**src/hw/rtl/thcs_ram.sv**
```systemverilog
`timescale 1ns / 1ps

module thcs_ram #(
    parameter int WIDTH = 8,
    parameter int DEPTH = 16
) (
    input  logic                                  i_clk,
    input  logic                                  i_we,
    input  logic [((DEPTH > 1) ? $clog2(DEPTH) : 1)-1:0] i_waddr,
    input  logic [WIDTH-1:0]                      i_wdata,
    input  logic                                  i_re,
    input  logic [((DEPTH > 1) ? $clog2(DEPTH) : 1)-1:0] i_raddr,
    output logic [WIDTH-1:0]                      o_rdata
);

    logic [WIDTH-1:0] r_mem [DEPTH];
    logic [WIDTH-1:0] r_rdata;

    // One write port, one registered read port
    always_ff @(posedge i_clk) begin
        if (i_we) begin
            r_mem[i_waddr] <= i_wdata;
        end
        if (i_re) begin
            r_rdata <= r_mem[i_raddr];
        end
    end

    assign o_rdata = r_rdata;

endmodule

```
**config.mk**
```make
export PLATFORM = sky130hd
export DESIGN_NAME = thcs_ram
export DESIGN_NICKNAME = d
export VERILOG_FILES = /design/src/hw/rtl/thcs_ram.sv
export SDC_FILE = /design/constraint.sdc
export NUM_CORES = 1
export LEC_CHECK = 0
export BUFFER_PORTS_ARGS = -buffer_cell sky130_fd_sc_hd__buf_2
export CELL_PAD_IN_SITES_DETAIL_PLACEMENT = 0
export CELL_PAD_IN_SITES_GLOBAL_PLACEMENT = 1
export CORE_MARGIN = 2
export CORE_UTILIZATION = 47
export CTS_CLUSTER_SIZE = 12
export DETAILED_ROUTE_END_ITERATION = 6
export PLACE_DENSITY_LB_ADDON = 0.3
export SLEW_MARGIN = 5
export SYNTH_ARGS = -nofsm -noshare
export SYNTH_HDL_FRONTEND = slang
export SYNTH_SLANG_ARGS = --single-unit
```
**constraint.sdc**
```tcl
create_clock -name i_clk -period 3.4 [get_ports i_clk]
set_input_delay 1.02 -clock i_clk [delete_from_list [all_inputs] [get_ports i_clk]]
set_output_delay 1.02 -clock i_clk [all_outputs]
set_load 0.05 [all_outputs]
```
==> impl_summary.txt <==
----------------------------------------------------
[Clock tree]
  Number of H-tree levels ... 4
  Number of resized instances in the post-cts repair step ... 0
  CTS tree ... built
  CTS clk-pin slew, worst paths ... 0.06 ns
  Clk Tree Root Cell ... sky130_fd_sc_hd__clkbuf_8
  Cts bufs inserted ... 17
  Source-to-sink clock delay at the later pin of the worst-skew pair ... 0.52 ns
  Clock Tree Buf Depth ... 2
  Clock net sink count ... 136
  Number of buffers inserted for hold repair after clock tree synthesis ... 0
  Setup repair bufs after CTS ... 0

[Timing]
  Maximum clock frequency ... 453 MHz
  RSZ-0062 raised after global routing ... no
  Final Cycle Share ... 65.0%
  Post-route setup TNS ... 0 ns
  Final worst-path setup slack ... 1.19 ns
  Remaining max-slew budget at the tightest pin ... 45.9%
  Slew at the pin closest to its max-slew limit ... 0.809 ns
  Worst setup skew after layout ... 0.00649 ns
  Final Setup Violations ... 0
  Final worst path period need ... 2.21 ns
  Final-report max-slew violation count ... 0
  Total count of hold-check failures in the final report ... 0

[Floorplan]
  Core box area ... 10800 sq um
  Number of core rows ... 38
  Height of the chip ... 109 um
  Die outline width ... 109 um
  Total Die Area ... 12000 sq um
  Top-level I/O count ... 27
  Initial Utilization ... 48.2%

[Critical path]
  Library cell contributing the largest single delay on the critical path ... sky130_fd_sc_hd__edfxtp_1
  Critical Path End Type ... output port
  Total buffers and inverters traversed by the critical path ... 1
  Depth of the worst register-to-register path ... 3
  Top delay family on crit path ... flip-flops
  Req. time, crit path ... 2.38 ns
  Crit path launch type ... flop
  Sequence of cells on the critical path ... buf_2
  Max FO, Critical Path ... 1
  Worst Setup Path Type ... flop to output port
  Longest individual stage delay on the worst path ... 0.38 ns
  Arrival @ worst endpoint ... 1.19 ns
  Stages on worst setup path ... 1

[Route]
  Number of remaining DRC errors ... 0
  Vias per cell ... 5.70
  Final wirelength ... 9.74 mm
  Iteration-0 DRC count of the detailed router ... 153
  Post-detailed-route count of antenna-violating nets ... 0
  First drt pass iteration count ... 4
  Average detailed-routed wire length per instance ... 22.6 um
  Total via count after detailed routing ... 2456

[Final layout]
  Post-layout instance area ... 6060 sq um
  Area Overhead vs Synth ... 16.0%
  Total Nets Final ... 300
  Commonest non-fill, non-tap cells in the layout ... 136 x sky130_fd_sc_hd__edfxtp_1, 26 x sky130_fd_sc_hd__buf_2, 18 x sky130_fd_sc_hd__mux4_2, 16 x sky130_fd_sc_hd__a22oi_1, 16 x sky130_fd_sc_hd__clkbuf_16
  Number of antenna cells inserted ... 0
  Fraction of layout cells with a size suffix above 1 ... 28.9%
  Most frequent standard cell in the layout excluding fill and tap cells ... sky130_fd_sc_hd__edfxtp_1
  Fillers ... 833

[Run]
  Max-cap violations ... 0

[Global routing]
  Vias in the first global route ... 2544
  Largest net degree at the start of global routing ... 33
  Number of antenna violations at the first check in global routing ... 0
  Gr ovfl total ... 0
  Global Route Usage Sum ... 18.3%
  Global-route wire length before repair ... 14.8 mm

[Yosys]
  Combined area of all synthesized cells ... 5230 sq um
  Synth warn ... 0
  Synthesized netlist cell count ... 229
  Synth Register Bits ... 136
  Average cell area after synthesis ... 22.8 sq um
  Fraction of the yosys area taken by sequential cells ... 78.1%
  Post-synth net total ... 248
  Library cells used by synthesis ... 18

[Power]
  Worst IR drop on VDD ... 0.000309 V
  Leak pwr ... 2.04 nW
  Pwr Density ... 588 nW/um^2
  Tot Pwr ... 3.57 mW

[Place]
  # port buffers ... 26
  Standard cell area after detailed placement ... 5600 sq um
  Worst slack after detailed placement ... 0.710 ns
  Final HPWL DP ... 5.99 mm
  Gpl congestion ... 0.726

[Min path]
  Min-delay worst type ... flop to flop
  Hold Path Stages ... 3

[Run status]
  Run status ... completed

----------------------------------------------------
power by group:
part           switching, mW  internal (mW)
combinational          0.124         0.0729
sequential            0.0101           1.89
clock                  0.601          0.868
area by class of cell:
cell class	count	area (sq um)	share of cell area (%)
Clock inverter	7	32.5	0.536
Sequential cell	136	4080	67.3
Clock buffer	22	433	7.14
Multi-Input combinational cell	83	1060	17.4
Tap cell	140	175	2.89
Timing Repair Buffer	43	283	4.66
Yosys cell counts:
| master | n | share of area (%) |
|---|---|---|
| sky130_fd_sc_hd__a22oi_1 | 16 | 2.3 |
| sky130_fd_sc_hd__and2_1 | 1 | 0.12 |
| sky130_fd_sc_hd__and2b_1 | 1 | 0.14 |
| sky130_fd_sc_hd__buf_2 | 3 | 0.29 |
| sky130_fd_sc_hd__buf_4 | 1 | 0.14 |
| sky130_fd_sc_hd__buf_6 | 3 | 0.65 |
| sky130_fd_sc_hd__clkdlybuf4s25_2 | 3 | 0.57 |
| sky130_fd_sc_hd__edfxtp_1 | 136 | 78 |
| sky130_fd_sc_hd__mux4_1 | 14 | 7.0 |
| sky130_fd_sc_hd__mux4_2 | 18 | 7.8 |
| sky130_fd_sc_hd__nand2_1 | 9 | 0.65 |
| sky130_fd_sc_hd__nand2b_1 | 2 | 0.24 |
| sky130_fd_sc_hd__nand3_1 | 1 | 0.096 |
| sky130_fd_sc_hd__nand3b_1 | 2 | 0.29 |
| sky130_fd_sc_hd__nor2_1 | 13 | 0.93 |
| sky130_fd_sc_hd__nor2b_1 | 1 | 0.12 |
| sky130_fd_sc_hd__nor3_1 | 4 | 0.38 |
| sky130_fd_sc_hd__or3b_2 | 1 | 0.17 |
logic make-up (layout without fill, tap and decap cells):
logic type	Yosys count	count (layout)	synth area share, %
AND/OR/NAND/NOR	35	35	3.14
AO/OA/AOI/OAI	16	16	2.30
buffers and inverters	10	72	1.65
flip-flops	136	136	78.1
multiplexers	32	32	14.8
state kept, by name, summed over array words and instances, names as in the netlist:
name,count
o_rdata,8
r_mem,128
stage by stage:
stage / utilization (%) / cells / hold slack [ns]
floorplan: - / 229 / 0.705
global placement: 51.7 / 402 / 0.737
finish: 55.9 / 431 / 0.750
global route: 55.9 / 431 / 0.779
CTS: 55.9 / 431 / 0.759
detailed placement: 51.7 / 402 / 0.744
routing by layer:
layer	part of all wire (%)	vias up	routed length, um	global-route usage (%)
li1	-	1076	-	-
met1	45	1312	4420	25.2
met2	49	55	4810	28.2
met3	3.8	13	367	5.10
met4	1.4	0	138	7.05
met5	0	-	0	0
path summary, 6_finish.rpt:
kind / slack, ns / from / to
worst max-delay path: 1.19 / o_rdata[5] / o_rdata[5]
worst min-delay path: 0.75 / r_mem[4][3] / o_rdata[3]
worst max register to register: 1.85 / r_mem[9][5] / o_rdata[5]
worst min register to register: 0.75 / r_mem[4][3] / o_rdata[3]
Note: power is estimated with default switching activity, not from simulation.
