$ cat config.mk
export PLATFORM = sky130hd
export DESIGN_NAME = thcs_accum
export DESIGN_NICKNAME = d
export VERILOG_FILES = /design/src/hw/rtl/thcs_pkg.sv /design/src/hw/rtl/thcs_accum.sv
export SDC_FILE = /design/constraint.sdc
export NUM_CORES = 1
export LEC_CHECK = 0
export BUFFER_PORTS_ARGS = -buffer_cell sky130_fd_sc_hd__buf_2
export CAP_MARGIN = 20
export CELL_PAD_IN_SITES_DETAIL_PLACEMENT = 0
export CELL_PAD_IN_SITES_GLOBAL_PLACEMENT = 1
export CORE_MARGIN = 3
export CORE_UTILIZATION = 42
export CTS_CLUSTER_DIAMETER = 150
export CTS_CLUSTER_SIZE = 30
export DETAILED_ROUTE_END_ITERATION = 10
export GPL_TIMING_DRIVEN = 1
export PLACE_DENSITY = 0.9
export SLEW_MARGIN = 20
export SYNTH_ARGS = -nofsm -noshare
export SYNTH_HDL_FRONTEND = slang
export SYNTH_SLANG_ARGS = --single-unit
$ cat constraint.sdc
create_clock -name i_clk -period 3.1 [get_ports i_clk]
set_input_delay 0 -clock i_clk [delete_from_list [all_inputs] [get_ports i_clk]]
set_output_delay 0 -clock i_clk [all_outputs]
set_load 0.01 [all_outputs]
$ cat src/hw/rtl/thcs_pkg.sv
`timescale 1ns / 1ps

package thcs_pkg;

    // Sizing of the height set
    localparam int MAX_ITEMS   = 1024;
    localparam int HEIGHT_BITS = 20;

    // Fixed port widths
    localparam int IN_BITS  = 20;
    localparam int OUT_BITS = 20;
    localparam int REQ_BITS = 30;

    // Derived widths
    localparam int ADDR_BITS = (MAX_ITEMS > 1) ? $clog2(MAX_ITEMS) : 1;
    localparam int CNT_BITS  = $clog2(MAX_ITEMS + 1);
    localparam int LO_BITS   = HEIGHT_BITS + 1;
    localparam int HI_BITS   = HEIGHT_BITS + 2;
    localparam int SUM_BITS  = HEIGHT_BITS + CNT_BITS;
    localparam int CMP_BITS  = (SUM_BITS > REQ_BITS) ? SUM_BITS : REQ_BITS;

    typedef logic [HEIGHT_BITS-1:0] t_height;
    typedef logic [SUM_BITS-1:0]    t_sum;

    // Control from sequencer to accumulator
    typedef struct packed {
        logic clear;   // start of a probe pass
        logic issue;   // read request sent to the store this cycle
    } t_acc_ctl;

    typedef enum logic [2:0] {
        S_IDLE,
        S_PROBE,
        S_SCAN,
        S_DECIDE,
        S_DONE
    } t_state;

endpackage

$ cat src/hw/rtl/thcs_accum.sv
`timescale 1ns / 1ps

module thcs_accum (
    input  logic              i_clk,
    input  logic              i_rst_n,
    input  thcs_pkg::t_acc_ctl i_ctl,
    input  thcs_pkg::t_height i_rdata,
    input  thcs_pkg::t_height i_level,
    output thcs_pkg::t_sum    o_sum,
    output logic              o_busy
);

    logic              r_rd_vld;
    logic              r_exc_vld;
    thcs_pkg::t_height r_exc;
    thcs_pkg::t_sum    r_sum;
    thcs_pkg::t_height w_exc;

    // Part of the height above the probe level
    assign w_exc = (i_rdata > i_level) ? (i_rdata - i_level) : '0;

    // Valid pipeline: RAM latency, then excess stage
    always_ff @(posedge i_clk) begin
        if (!i_rst_n) begin
            r_rd_vld  <= 1'b0;
            r_exc_vld <= 1'b0;
        end else begin
            r_rd_vld  <= i_ctl.issue;
            r_exc_vld <= r_rd_vld;
        end
    end

    // Excess register and running sum
    always_ff @(posedge i_clk) begin
        if (r_rd_vld) begin
            r_exc <= w_exc;
        end
        if (i_ctl.clear) begin
            r_sum <= '0;
        end else if (r_exc_vld) begin
            r_sum <= r_sum + thcs_pkg::SUM_BITS'(r_exc);
        end
    end

    assign o_sum  = r_sum;
    assign o_busy = r_rd_vld | r_exc_vld;

endmodule

==> flow_summary_export.csv <==
group,metric,value,unit
synthesis,synth.net_count,556,
sta,worst_slew_pin_slew,0.861,ns
synthesis,synthTopCellsByArea,"dfxtp_1 (16%), edfxtp_1 (15%), ha_1 (12%)",
clock_network,cts_root_buf,"clkbuf_8",
floorplanning,fp.dieW,104,microns
global_routing,grt_max_degree,37,
global_routing,grt_util_all_layers,16.4,%
sta,fmax,367,MHz
routing,firstDrtPassIters,4,
finish,stdcell_count,677,
worst_setup_path,cp-end-kind,"register",
place,place.gp.congestion,0.866,
floorplanning,coreArea,9280,sq um
sta,layout_min_cycle_time,2.72,ns
clock_network,clk_pin_slew_worst_paths,0.09,ns
pwr,pwr-share-clk,27.9,%
worst_setup_path,crit_start,"r_exc[0]",
place,dp.cells,666,
routing,drtIter0Drc,105,
global_routing,grt_pass1_wl,15100,microns
routing,finalWirelength,9000,microns
finish,syn_to_final_growth,16.0,%
synthesis,synth_flop_cell,"dfxtp_1",
worst_setup_path,crit-reg2reg-launch,"r_exc[0]",
routing,vias,3517,
sta,finalMaxSlewViolations,0,
finish,register_area,1260,sq um
min_path,holdPathStages,3,
global_routing,met2_usage,27.2,%
sta,max_slew_margin,42.5,%
synthesis,ys_ff_latch,53,
floorplanning,io-pin-count,76,
synthesis,ys_types,55,
synthesis,synth_seq_area_share,31.3,%
place,port_buffers,75,
global_routing,use_met1,21.6,%
worst_setup_path,rr_worst_depth,9,
global_routing,grt_overflow,0,
worst_setup_path,start_kind,"register",
sta,rsz0062_at_grt,"no",
pwr,p_leak,2.11,nW
pwr,power_frac_comb,24.9,%
place,place_hpwl,7090,microns
finish,drive_gt1_share,18.2,%
finish,final_common_cell,"buf_2",
finish,diodes,0,
pwr,p_per_area,350,nW/um^2
floorplanning,dieArea,10800,sq um
worst_setup_path,path_max_fanout,6,
pwr,power.switching,0.466,mW
clock_network,cts_tree,"done",
floorplanning,rows,35,
global_routing,top_usage_layer,"met2",
worst_setup_path,path_class,"register to register",
worst_setup_path,arrival,2.90,ns
synthesis,synth_area_per_cell,8.59,sq um
global_routing,grt_pass1_vias,3326,
synthesis,postSynthCellCount,470,
synthesis,synthesis.area,4040,sq um
finish,multi_input_area,2590,sq um
pwr,swShare,28.4,%
global_routing,antenna_found_initial,0,
routing,drc,0,
clock_network,clk_path_buf_depth,2,
sta,whs,0.128,ns
pwr,seqPwrFrac,47.2,%
synthesis,netlist.top_cell.by_area,"dfxtp_1",
clock_network,clock_sinks,53,
synthesis,yosysWarnings,0,
min_path,hp-start,"i_level[0]",
sta,skew,0.00982,ns
pwr,peakVddDrop,0.172,mV
finish,nFillCells,913,
routing,drtAntennaViolNets,0,
clock_network,cts_made_buffers,5,
routing,post_drt_wl_per_cell,13.3,microns
run,maxCapViolations,0,
floorplanning,die_h,104,microns
sta,setup_viol,0,
pwr,p_int,1.17,mW
run_status,status,"finished clean",
min_path,worstHoldPathType,"primary input to register",
synthesis,async_reset_ff_share,0,%
sta,tns,0,ns
synthesis,synth_edf_count,20,
floorplanning,start_util,43.5,%
finish,num-nets-final,633,
global_routing,met3_usage,2.86,%
sta,min_period_over_period,87.8,%
finish,final_cell_mix,"buf_2 (75), nor2_1 (54), ha_1 (40), a21oi_1 (37), inv_1 (35)",
worst_setup_path,worstPathRequired,3.28,ns
routing,via_per_inst,5.19,
clock_network,clk_latency,0.31,ns
sta,hold_viol_final,0,
clock_network,htreeDepth,2,
synthesis,yosysTopAreaCellShare,16.4,%
==> state kept, by name (all words and copies together) (netlist names) <==
signal,flops
o_sum,31
r_exc,20
r_exc_vld,1
r_rd_vld,1
==> Yosys cell counts (3+ instances only) <==
cell type and instances:
a21o_1 8, a21oi_1 37, nand4_1 6, mux2i_1 13, or3_1 5, o31ai_1 4, nor4_1 4, xnor2_1 16
a21oi_2 3, clkbuf_1 7, nor3b_1 5, inv_1 35, o22ai_1 3, xor2_1 18, edfxtp_1 20, and2_1 4
o21bai_1 3, nand3_1 14, and3_1 6, nor2_1 54, ha_1 40, nand2b_1 7, a211oi_1 6, nand2_1 28
o21ai_0 25, nor3_1 14, o211ai_1 3, o21a_1 7, dfxtp_1 33, nor2b_1 8
==> cell families (layout without fill, tap and decap cells) <==
family                     Yosys count  after routing  synth area share (%)
and+or+nand+nor                    163            163                  19.9
muxes                               14             14                  3.50
AOI/OAI and AO/OA                  118            118                  20.1
DFF                                 53             53                  31.3
xor gates and xnor gates            34             34                  7.38
buffers and inverters               46            124                  4.47
adders and majority gates           42             42                  13.4
==> worst paths after layout <==
kind               endpoint  slack, ns
hold / removal     r_exc[0]       0.13
hold reg to reg   o_sum[17]       0.50
setup / recovery  o_sum[24]       0.38
setup reg to reg  o_sum[24]       0.38
==> routing by layer <==
layer	share of wire, %	wire [microns]
met5	0	0
met4	1.6	143
met3	4.3	387
met1	48	4350
met2	46	4110
==> area by class of cell <==
class / instances / area share, %
clock buffers: 6 / 1.55
inverters: 35 / 2.81
well taps: 129 / 3.45
flip-flops and latches: 53 / 26.9
repair buffers: 81 / 9.14
clock inverters: 2 / 0.722
multi-input cells: 371 / 55.4
==> power by group through the flow <==
| stage | clock, mW | combinational, mW | sequential (mW) |
|---|---|---|---|
| floorplan | 0 | 0.299 | 0.788 |
| global placement | 0 | 0.394 | 0.789 |
| detailed placement | 0 | 0.401 | 0.791 |
| CTS | 0.472 | 0.408 | 0.774 |
| global route | 0.501 | 0.460 | 0.778 |
| finish | 0.458 | 0.408 | 0.774 |
==> per-stage QoR <==
step | cell area, sq um | util, % | worst slack [ns] | total power, mW
after global routing | 4680 | 50.4 | 0.226 | 1.74
after detailed placement | 4550 | 49.0 | 0.392 | 1.19
final | 4680 | 50.4 | 0.377 | 1.64
after floorplan | 4040 | - | 0.709 | 1.09
after global placement | 4550 | 49.0 | 0.489 | 1.18
after CTS | 4680 | 50.4 | 0.377 | 1.65
==> timing repair <==
| action | CTS | global route |
|---|---|---|
| endpoints found under the hold margin | 2 | 0 |
| resized for setup | 0 | 0 |
| hold buffers | 3 | 0 |
| setup buffers | 0 | 0 |
==> worst max-delay path, stage by stage, from the launching register on <==
cell,delay [ns]
edfxtp_1,0.39
ha_1,0.23
fa_1,0.44
a211oi_2,0.24
o211ai_1,0.20
a2111oi_4,0.56
o21ai_2,0.20
nand4_1,0.15
xor2_1,0.14
nor2_1,0.05
(Power assumes the default switching activity.)
